[src/tmt_pkg.sv]
// Shared constants, register indexes and sequencer states for the tick-to-millisecond timer.
package tmt_pkg;

    // Default geometry
    localparam int TMT_COUNTER_BITS    = 64;
    localparam int TMT_CLOCK_BITS      = 32;
    localparam int TMT_SCALE_FRAC_BITS = 12;

    // Fixed field widths
    localparam int TMT_SCALE_W   = 16;
    localparam int TMT_TPM_W     = 32;
    localparam int TMT_IN_W      = 64;
    localparam int TMT_USER_W    = 2;
    localparam int TMT_OUT_W     = 32;
    localparam int TMT_OUT_NUM   = 5;
    localparam int TMT_CFG_W     = 32;
    localparam int TMT_CFG_ADDR_W = 2;

    // Frame step is elapsed milliseconds over this constant
    localparam int TMT_FRAME_DIV = 20;
    // Frame step fraction bits (Q16.16)
    localparam int TMT_STEP_FRAC = 16;

    // Configuration register indexes
    localparam logic [TMT_CFG_ADDR_W-1:0] REG_TIME_SCALE  = 2'd0;
    localparam logic [TMT_CFG_ADDR_W-1:0] REG_TICKS_PER_MS = 2'd1;
    localparam logic [TMT_CFG_ADDR_W-1:0] REG_SCALE_PAUSED = 2'd2;

    // Configuration reset values
    localparam logic [TMT_SCALE_W-1:0] RST_TIME_SCALE   = 16'd4096;
    localparam logic [TMT_TPM_W-1:0]   RST_TICKS_PER_MS = 32'd10000;

    // Sequencer states
    typedef enum logic [2:0] {
        ST_IDLE,
        ST_MUL,
        ST_SUM,
        ST_DIV_MS,
        ST_FRAME_CHK,
        ST_DIV_FRAME,
        ST_DONE
    } tmt_state_t;

endpackage

[src/tick_to_millisecond_timer.sv]
// Top level of the tick-to-millisecond timer: sequencer, state and stream ports.
//
// Each sample of the free-running tick counter (s_tdata) with its two pause flags
// (s_tuser) produces one result on m_tdata. The block works on one sample at a time.
// A shift-and-add multiply steps through the scale bits (FACT_W, 16 at the default
// geometry). The millisecond division loads the divider, takes one quotient bit per
// bit of the scaled sum (SUM_W bits) and then signals done. Unless paused, a compare
// checks whether the frame step saturates; if it does not, a second division over
// FSTEPS quotient bits yields it. Both divisions use the shared restoring divider. A
// finished result waits in the output register while the next sample is accepted.
// The hand-off stalls while an earlier result is still waiting. Configuration writes
// take effect at once; they are to be made while no sample is in flight, which the
// block does not enforce. The remainder of the millisecond division carries over to
// the next sample, so no tick is lost.
module tick_to_millisecond_timer #(
    parameter int COUNTER_BITS    = tmt_pkg::TMT_COUNTER_BITS,
    parameter int CLOCK_BITS      = tmt_pkg::TMT_CLOCK_BITS,
    parameter int SCALE_FRAC_BITS = tmt_pkg::TMT_SCALE_FRAC_BITS
) (
    input  logic                                              aclk,
    input  logic                                              aresetn,
    // input stream
    input  logic                                              s_tvalid,
    output logic                                              s_tready,
    input  logic [tmt_pkg::TMT_IN_W-1:0]                      s_tdata,  // counter_value
    input  logic [tmt_pkg::TMT_USER_W-1:0]                    s_tuser,  // user_pause, code_pause
    // result stream
    output logic                                              m_tvalid,
    input  logic                                              m_tready,
    // time_ms, time_ms_unclipped, time_ms_pause_mode, frame_step, ms_advanced
    output logic [tmt_pkg::TMT_OUT_NUM*tmt_pkg::TMT_OUT_W-1:0] m_tdata,
    // configuration write port
    input  logic                                              cfg_we,
    input  logic [tmt_pkg::TMT_CFG_ADDR_W-1:0]                cfg_addr,
    input  logic [tmt_pkg::TMT_CFG_W-1:0]                     cfg_wdata
);

    import tmt_pkg::*;

    localparam int FACT_W = (SCALE_FRAC_BITS + 1 > TMT_SCALE_W) ?
                            SCALE_FRAC_BITS + 1 : TMT_SCALE_W;
    localparam int PROD_W = COUNTER_BITS + FACT_W;
    localparam int LEFT_W = TMT_TPM_W + SCALE_FRAC_BITS;
    localparam int SUM_W  = ((PROD_W > LEFT_W) ? PROD_W : LEFT_W) + 1;
    localparam int DIV_W  = TMT_TPM_W + 5 + SCALE_FRAC_BITS;
    localparam int CMP_W  = (PROD_W > DIV_W + TMT_STEP_FRAC) ? PROD_W : DIV_W + TMT_STEP_FRAC;
    localparam int QX_A   = (SUM_W > CLOCK_BITS) ? SUM_W : CLOCK_BITS;
    localparam int QX_W   = (QX_A > TMT_OUT_W + 1) ? QX_A : TMT_OUT_W + 1;
    localparam int OCLK_W = (CLOCK_BITS > TMT_OUT_W) ? CLOCK_BITS : TMT_OUT_W;
    localparam int CNT_W  = $clog2(SUM_W + 1);
    localparam int BIT_W  = $clog2(FACT_W);
    localparam int FSTEPS = 2 * TMT_STEP_FRAC;

    // Sequencer and state
    tmt_state_t state_reg, state_next;

    logic [TMT_SCALE_W-1:0]  scale_reg;
    logic [TMT_TPM_W-1:0]    tpm_reg;
    logic                    swp_reg;

    logic [COUNTER_BITS-1:0] last_reg, last_next;
    logic [LEFT_W-1:0]       left_reg, left_next;
    logic [CLOCK_BITS-1:0]   game_reg, game_next;
    logic [CLOCK_BITS-1:0]   uncl_reg, uncl_next;
    logic [CLOCK_BITS-1:0]   pclk_reg, pclk_next;

    logic [COUNTER_BITS-1:0] diff_reg, diff_next;
    logic [FACT_W-1:0]       factor_reg, factor_next;
    logic                    paused_reg, paused_next;
    logic [PROD_W-1:0]       prod_reg, prod_next;
    logic [BIT_W-1:0]        bit_reg, bit_next;
    logic [SUM_W-1:0]        qms_reg, qms_next;
    logic [TMT_OUT_W-1:0]    step_reg, step_next;

    logic                    m_valid_reg, m_valid_next;
    logic [TMT_OUT_NUM*TMT_OUT_W-1:0] m_data_reg, m_data_next;

    // Divider hookup
    logic             div_start;
    logic [DIV_W-1:0] div_init;
    logic [SUM_W-1:0] div_dvd;
    logic [DIV_W-1:0] div_dsr;
    logic [CNT_W-1:0] div_steps;
    logic             div_done;
    logic [SUM_W-1:0] div_quo;
    logic [DIV_W-1:0] div_rem;

    // Derived values
    logic                    in_paused;
    logic [COUNTER_BITS-1:0] in_now;
    logic [TMT_TPM_W-1:0]    tpm_eff;
    logic [TMT_TPM_W+4:0]    tpm20;
    logic [DIV_W-1:0]        ms_div;
    logic [DIV_W-1:0]        frame_div;
    logic [CMP_W-1:0]        prod_cmp;
    logic [CMP_W-1:0]        frame_lim;
    logic                    frame_sat;
    logic [QX_W-1:0]         qx;
    logic [CLOCK_BITS-1:0]   q_clk;
    logic [TMT_OUT_W-1:0]    ms_sat;
    logic [OCLK_W-1:0]       game_o, uncl_o, pclk_o;
    logic                    out_free;

    assign in_now    = s_tdata[COUNTER_BITS-1:0];
    assign in_paused = s_tuser[0] | s_tuser[1];
    assign tpm_eff   = (tpm_reg == '0) ? TMT_TPM_W'(1) : tpm_reg;
    assign tpm20     = (TMT_TPM_W + 5)'(tpm_eff) * (TMT_TPM_W + 5)'(TMT_FRAME_DIV);
    assign ms_div    = {5'b0, tpm_eff, {SCALE_FRAC_BITS{1'b0}}};
    assign frame_div = {tpm20, {SCALE_FRAC_BITS{1'b0}}};

    // Frame quotient overflows 32 bits exactly when product >= divisor * 2^16
    assign prod_cmp  = CMP_W'(prod_reg);
    assign frame_lim = CMP_W'(frame_div) << TMT_STEP_FRAC;
    assign frame_sat = (prod_cmp >= frame_lim);

    // Whole milliseconds, wrapped for the clocks and saturated for the report
    assign qx     = QX_W'(qms_reg);
    assign q_clk  = qx[CLOCK_BITS-1:0];
    assign ms_sat = (|qx[QX_W-1:TMT_OUT_W]) ? '1 : qx[TMT_OUT_W-1:0];

    assign out_free = !m_valid_reg || m_tready;

    // Next-state logic
    always_comb begin
        state_next = state_reg;
        unique case (state_reg)
            ST_IDLE:      if (s_tvalid) state_next = ST_MUL;
            ST_MUL:       if (bit_reg == '0) state_next = ST_SUM;
            ST_SUM:       state_next = ST_DIV_MS;
            ST_DIV_MS:    if (div_done) state_next = paused_reg ? ST_DONE : ST_FRAME_CHK;
            ST_FRAME_CHK: state_next = frame_sat ? ST_DONE : ST_DIV_FRAME;
            ST_DIV_FRAME: if (div_done) state_next = ST_DONE;
            ST_DONE:      if (out_free) state_next = ST_IDLE;
            default:      state_next = ST_IDLE;
        endcase
    end

    // Datapath and output logic
    always_comb begin
        last_next    = last_reg;
        left_next    = left_reg;
        game_next    = game_reg;
        uncl_next    = uncl_reg;
        pclk_next    = pclk_reg;
        diff_next    = diff_reg;
        factor_next  = factor_reg;
        paused_next  = paused_reg;
        prod_next    = prod_reg;
        bit_next     = bit_reg;
        qms_next     = qms_reg;
        step_next    = step_reg;
        m_valid_next = m_valid_reg;
        m_data_next  = m_data_reg;
        div_start    = 1'b0;
        div_init     = '0;
        div_dvd      = SUM_W'(prod_reg) + SUM_W'(left_reg);
        div_dsr      = ms_div;
        div_steps    = CNT_W'(SUM_W);
        game_o       = OCLK_W'(game_reg);
        uncl_o       = OCLK_W'(uncl_reg);
        pclk_o       = OCLK_W'(pclk_reg);

        if (m_valid_reg && m_tready) m_valid_next = 1'b0;

        unique case (state_reg)
            ST_IDLE: begin
                if (s_tvalid) begin
                    diff_next   = in_now - last_reg;
                    last_next   = in_now;
                    paused_next = in_paused;
                    factor_next = (!in_paused || swp_reg) ? FACT_W'(scale_reg) :
                                  FACT_W'(1) << SCALE_FRAC_BITS;
                    prod_next   = '0;
                    bit_next    = BIT_W'(FACT_W - 1);
                end
            end
            ST_MUL: begin
                // MSB-first shift and add over the scale factor
                prod_next = {prod_reg[PROD_W-2:0], 1'b0} +
                            (factor_reg[bit_reg] ? PROD_W'(diff_reg) : '0);
                bit_next  = bit_reg - 1'b1;
            end
            ST_SUM: begin
                // Scaled ticks plus carried leftover over ticks_per_ms in scale units
                div_start = 1'b1;
            end
            ST_DIV_MS: begin
                if (div_done) begin
                    qms_next  = div_quo;
                    left_next = div_rem[LEFT_W-1:0];
                    step_next = '0;
                end
            end
            ST_FRAME_CHK: begin
                if (frame_sat) begin
                    step_next = '1;
                end else begin
                    div_start = 1'b1;
                    div_init  = DIV_W'(prod_cmp >> TMT_STEP_FRAC);
                    div_dvd   = {prod_reg[TMT_STEP_FRAC-1:0], {TMT_STEP_FRAC{1'b0}},
                                 {(SUM_W - FSTEPS){1'b0}}};
                    div_dsr   = frame_div;
                    div_steps = CNT_W'(FSTEPS);
                end
            end
            ST_DIV_FRAME: begin
                if (div_done) step_next = div_quo[TMT_OUT_W-1:0];
            end
            ST_DONE: begin
                if (out_free) begin
                    pclk_next = pclk_reg + q_clk;
                    if (!paused_reg) begin
                        game_next = game_reg + q_clk;
                        uncl_next = uncl_reg + q_clk;
                    end
                    game_o       = OCLK_W'(game_next);
                    uncl_o       = OCLK_W'(uncl_next);
                    pclk_o       = OCLK_W'(pclk_next);
                    m_valid_next = 1'b1;
                    m_data_next  = {ms_sat, step_reg, pclk_o[TMT_OUT_W-1:0],
                                    uncl_o[TMT_OUT_W-1:0], game_o[TMT_OUT_W-1:0]};
                end
            end
            default: begin
            end
        endcase
    end

    // Configuration writes
    always_ff @(posedge aclk) begin
        if (!aresetn) begin
            scale_reg <= RST_TIME_SCALE;
            tpm_reg   <= RST_TICKS_PER_MS;
            swp_reg   <= 1'b0;
        end else if (cfg_we) begin
            unique case (cfg_addr)
                REG_TIME_SCALE:   scale_reg <= cfg_wdata[TMT_SCALE_W-1:0];
                REG_TICKS_PER_MS: tpm_reg   <= cfg_wdata[TMT_TPM_W-1:0];
                REG_SCALE_PAUSED: swp_reg   <= cfg_wdata[0];
                default: begin
                end
            endcase
        end
    end

    // State and output registers
    always_ff @(posedge aclk) begin
        if (!aresetn) begin
            state_reg   <= ST_IDLE;
            last_reg    <= '0;
            left_reg    <= '0;
            game_reg    <= '0;
            uncl_reg    <= '0;
            pclk_reg    <= '0;
            m_valid_reg <= 1'b0;
        end else begin
            state_reg   <= state_next;
            last_reg    <= last_next;
            left_reg    <= left_next;
            game_reg    <= game_next;
            uncl_reg    <= uncl_next;
            pclk_reg    <= pclk_next;
            m_valid_reg <= m_valid_next;
        end
        diff_reg   <= diff_next;
        factor_reg <= factor_next;
        paused_reg <= paused_next;
        prod_reg   <= prod_next;
        bit_reg    <= bit_next;
        qms_reg    <= qms_next;
        step_reg   <= step_next;
        m_data_reg <= m_data_next;
    end

    tmt_divider #(
        .DIV_W (DIV_W),
        .DVD_W (SUM_W),
        .CNT_W (CNT_W)
    ) u_divider (
        .aclk      (aclk),
        .aresetn   (aresetn),
        .start     (div_start),
        .init_rem  (div_init),
        .dividend  (div_dvd),
        .divisor   (div_dsr),
        .steps     (div_steps),
        .done      (div_done),
        .quotient  (div_quo),
        .remainder (div_rem)
    );

    assign s_tready = (state_reg == ST_IDLE);
    assign m_tvalid = m_valid_reg;
    assign m_tdata  = m_data_reg;

endmodule

[src/tmt_divider.sv]
// Iterative restoring divider, one quotient bit per cycle, shared by both divisions.
module tmt_divider #(
    parameter int DIV_W = 49,
    parameter int DVD_W = 81,
    parameter int CNT_W = 7
) (
    input  logic             aclk,
    input  logic             aresetn,
    input  logic             start,
    input  logic [DIV_W-1:0] init_rem,
    input  logic [DVD_W-1:0] dividend,
    input  logic [DIV_W-1:0] divisor,
    input  logic [CNT_W-1:0] steps,
    output logic             done,
    output logic [DVD_W-1:0] quotient,
    output logic [DIV_W-1:0] remainder
);

    logic             busy_reg, busy_next;
    logic             done_reg, done_next;
    logic [CNT_W-1:0] cnt_reg, cnt_next;
    logic [DIV_W-1:0] rem_reg, rem_next;
    logic [DVD_W-1:0] dvd_reg, dvd_next;
    logic [DVD_W-1:0] quo_reg, quo_next;
    logic [DIV_W-1:0] dsr_reg, dsr_next;

    logic [DIV_W:0] trial;
    logic [DIV_W:0] trial_sub;
    logic           trial_ge;

    // One restoring step: shift in the next dividend bit, subtract if it fits
    assign trial     = {rem_reg, dvd_reg[DVD_W-1]};
    assign trial_ge  = (trial >= {1'b0, dsr_reg});
    assign trial_sub = trial - {1'b0, dsr_reg};

    always_comb begin
        busy_next = busy_reg;
        done_next = 1'b0;
        cnt_next  = cnt_reg;
        rem_next  = rem_reg;
        dvd_next  = dvd_reg;
        quo_next  = quo_reg;
        dsr_next  = dsr_reg;
        if (start) begin
            busy_next = 1'b1;
            cnt_next  = steps;
            rem_next  = init_rem;
            dvd_next  = dividend;
            quo_next  = '0;
            dsr_next  = divisor;
        end else if (busy_reg) begin
            rem_next = trial_ge ? trial_sub[DIV_W-1:0] : trial[DIV_W-1:0];
            dvd_next = {dvd_reg[DVD_W-2:0], 1'b0};
            quo_next = {quo_reg[DVD_W-2:0], trial_ge};
            cnt_next = cnt_reg - 1'b1;
            if (cnt_reg == CNT_W'(1)) begin
                busy_next = 1'b0;
                done_next = 1'b1;
            end
        end
    end

    always_ff @(posedge aclk) begin
        if (!aresetn) begin
            busy_reg <= 1'b0;
            done_reg <= 1'b0;
        end else begin
            busy_reg <= busy_next;
            done_reg <= done_next;
        end
        cnt_reg <= cnt_next;
        rem_reg <= rem_next;
        dvd_reg <= dvd_next;
        quo_reg <= quo_next;
        dsr_reg <= dsr_next;
    end

    assign done      = done_reg;
    assign quotient  = quo_reg;
    assign remainder = rem_reg;

endmodule

[config.mk]
export PLATFORM = sky130hd
export DESIGN_NAME = tick_to_millisecond_timer
export DESIGN_NICKNAME = d
export VERILOG_FILES = /design/src/tmt_pkg.sv /design/src/tick_to_millisecond_timer.sv /design/src/tmt_divider.sv
export SDC_FILE = /design/constraint.sdc
export NUM_CORES = 2
export LEC_CHECK = 0
export BUFFER_PORTS_ARGS = -buffer_cell sky130_fd_sc_hd__buf_4
export CAP_MARGIN = 20
export CORE_MARGIN = 2
export CORE_UTILIZATION = 65
export CTS_CLUSTER_DIAMETER = 60
export DETAILED_ROUTE_END_ITERATION = 8
export PLACE_DENSITY = 0.84
export SLEW_MARGIN = 20
export SYNTH_ARGS = -nofsm -noshare
export SYNTH_HDL_FRONTEND = slang
export SYNTH_SLANG_ARGS = --single-unit
[constraint.sdc]
create_clock -name aclk -period 16.19 [get_ports aclk]
set_input_delay 1.619 -clock aclk [delete_from_list [all_inputs] [get_ports aclk]]
set_output_delay 1.619 -clock aclk [all_outputs]
set_load 0.01 [all_outputs]
==> results.json <==
{
  "ys_types": 96,
  "cpMostUsedCell": "a21o_1",
  "synth_seq_cells": 952,
  "drt_iter0_drc": 4025,
  "cts_made_buffers": 104,
  "met3WireLength_mm": 11.9,
  "synth-edff-count": 612,
  "cp_slowest_stage_delay_ns": 0.82,
  "design_area_sq_mm": 0.0615,
  "fmax_mhz": 118,
  "p_leak_nw": 24.4,
  "synth.top_cell.area_share_pct": 33.4,
  "endpoint_kind": "flip-flop",
  "syn2layout_area_growth_pct": 11.7,
  "die_area_sq_mm": 0.0870,
  "start_util_pct": 65.8,
  "core.rowCount": 106,
  "postPlaceCellArea_sq_mm": 0.0576,
  "drv_slew": 0,
  "multi_input_area_sq_mm": 0.0280,
  "wl_met2_mm": 69.0,
  "outcome": "completed",
  "fin_setup_tns_ns": 0,
  "gr-total-overflow": 0,
  "synth_area_leaders": "edfxtp_1 33%, dfxtp_1 12%, ha_1 9.0%",
  "synth_ff_type": "edfxtp_1",
  "cts_resized": 0,
  "drv_cap": 0,
  "wl_per_cell_um": 20.4,
  "avgViaCountPerCell": 6.24,
  "min_period_ns": 8.45,
  "ff_latch_area_sq_mm": 0.0252,
  "gr-usage-all-layers_pct": 33.1,
  "criticalPathCategory": "reg2reg",
  "finalHoldViolCount": 0,
  "syn_avg_cell_area_sq_um": 9.42,
  "slowest_stage": "buf_4",
  "vias": 44800,
  "min_period_over_period_pct": 52.2,
  "grt_max_degree": 145,
  "rsz0062_at_grt": "no",
  "die_y_um": 295,
  "place.gp.congestion": 0.964,
  "largest_reg_flops": 160,
  "core_sq_mm": 0.0837,
  "postRouteWirelength_mm": 147,
  "layout-drive-gt1-share_pct": 9.41,
  "ys_warn_count": 0,
  "nFillCells": 5894,
  "clk_pin_slew_ns": 0.06,
  "synth_nets": 6355,
  "finalClockSkew_ns": 0.0464,
  "yosys.area.top_type": "edfxtp_1",
  "timing.slew.headroom_pct": 28.6,
  "die_w_um": 295,
  "drtAntennaViolNets": 0,
  "cts_tree": "built",
  "p_per_area_mw_per_mm2": 131,
  "antenna_found_initial": 3,
  "syn_area_sq_mm": 0.0550,
  "n_antenna_cell": 0,
  "vdd_ir_drop_max_v": 0.0000997,
  "h-tree-depth": 3,
  "setup_viol": 0,
  "ys_seq_area_share_pct": 45.8,
  "grt_pass1_vias": 42800,
  "drt_first_pass_iters": 8,
  "cp.required_ns": 16.60,
  "cts.sinks": 952,
  "cts_hold_buf": 0,
  "drcViolationCount": 0,
  "clock_path_buffers": 3,
  "async_flop_share_pct": 0,
  "io-pin-count": 267,
  "critical_path.max_fanout": 86,
  "wl_met1_mm": 59.5,
  "io_buffers": 266,
  "routed.top_layer": "met5",
  "ctsRootBufferMaster": "clkbuf_16",
  "synthCells": 5844,
  "tightest_slew_ns": 1.07,
  "fin_nets": 6457,
  "startpoint_type": "flip-flop",
  "hp-class": "reg2reg",
  "worst_skew_pair.late_latency_ns": 0.70,
  "postCtsSetupRepairBufs": 0,
  "cp_data_arrival_time_ns": 8.86,
  "hpwl_mm": 104,
  "grt_pass1_wl_mm": 229
}
critical path: cells and delay by family, from the launching register on:
family,cells,cell delay [ns]
buffers and inverters,6,2.36
and+or+nand+nor,7,1.27
AOI/OAI and AO/OA,14,2.94
adders and majority gates,4,0.99
xor gates and xnor gates,1,0.20
DFF,1,0.37
per-layer routing:
| metal | vias to the layer above | GRT usage (%) |
|---|---|---|
| li1 | 21200 | - |
| met1 | 21100 | 43.9 |
| met2 | 2034 | 55.1 |
| met3 | 389 | 4.45 |
| met4 | 2 | 13.3 |
| met5 | - | 0 |
synth_stat cells, drive strengths merged (13+ instances only):
library cell	count
a211o	14
a211oi	37
a21boi	45
a21o	177
a21oi	506
a221o	13
a31oi	37
and2	119
and3	57
buf	36
clkbuf	266
dfxtp	340
edfxtp	612
ha	398
inv	205
mux2i	118
nand2	892
nand2b	72
nand3	121
nand4	86
nor2	404
nor2b	48
nor3	80
nor4	44
o211ai	23
o21a	37
o21ai	405
o21bai	44
o31ai	29
or2	23
or3	17
xnor2	194
xor2	154
cells by family (layout without fill, tap and decap cells):
kind of cell,after synthesis,in the layout,share of synthesized area (%)
xor+xnor,348,348,5.54
simple gates,2021,2021,16.8
fa+ha+maj,406,406,9.34
buf+inv,510,704,3.55
compound gates,1480,1480,16.5
mux,127,127,2.43
flops,952,952,45.8
report_power, final:
| group | total [W] | switching, W | leakage, nW | internal, W |
|---|---|---|---|---|
| Clock | 0.00261 | 0.00106 | 1.89 | 0.00155 |
| Combinational | 0.00218 | 0.00134 | 14.3 | 0.000836 |
| Sequential | 0.00327 | 0.000318 | 8.24 | 0.00295 |
stage by stage:
step	hold slack [ns]	utilization, %	power (W)	worst slack, ns	cells
6_report	0.415	73.5	0.00805	7.74	7172
5_1_grt	0.424	73.5	0.00840	7.14	7172
4_1_cts	0.417	73.5	0.00802	7.81	7172
3_5_place_dp	0.405	68.9	0.00541	7.86	6974
3_3_place_gp	0.401	68.8	0.00536	7.95	6973
2_1_floorplan	0.400	-	0.00479	7.71	5844
path summary, 6_finish.rpt:
path,start,end,slack [ns],cells after the start
max,tpm_reg[23],u_divider.remainder[14],7.74,32
min,step_reg[16],m_tdata[112],0.42,0
max reg2reg,tpm_reg[23],u_divider.remainder[14],7.74,32
min reg2reg,step_reg[16],m_tdata[112],0.42,0
layout make-up:
class	instances	share of cell area (%)
Tap cell	1134	2.31
Inverter	208	1.31
Sequential cell	952	41.0
Timing Repair Buffer	298	3.65
Multi-Input combinational cell	4382	45.5
Clock inverter	63	1.42
Clock buffer	135	4.84
cells in the final DEF, fill, tap and decap left out, types with 154 or more instances in the layout:
master	synthesis	layout
nand2_1	892	889
xnor2_1	194	194
nor2_1	404	402
buf_4	2	297
o21ai_0	395	394
xor2_1	154	154
inv_1	204	202
a21oi_1	504	504
edfxtp_1	612	612
dfxtp_1	340	339
a21o_1	177	177
ha_1	398	398
Power figures use the tool's default switching activity.
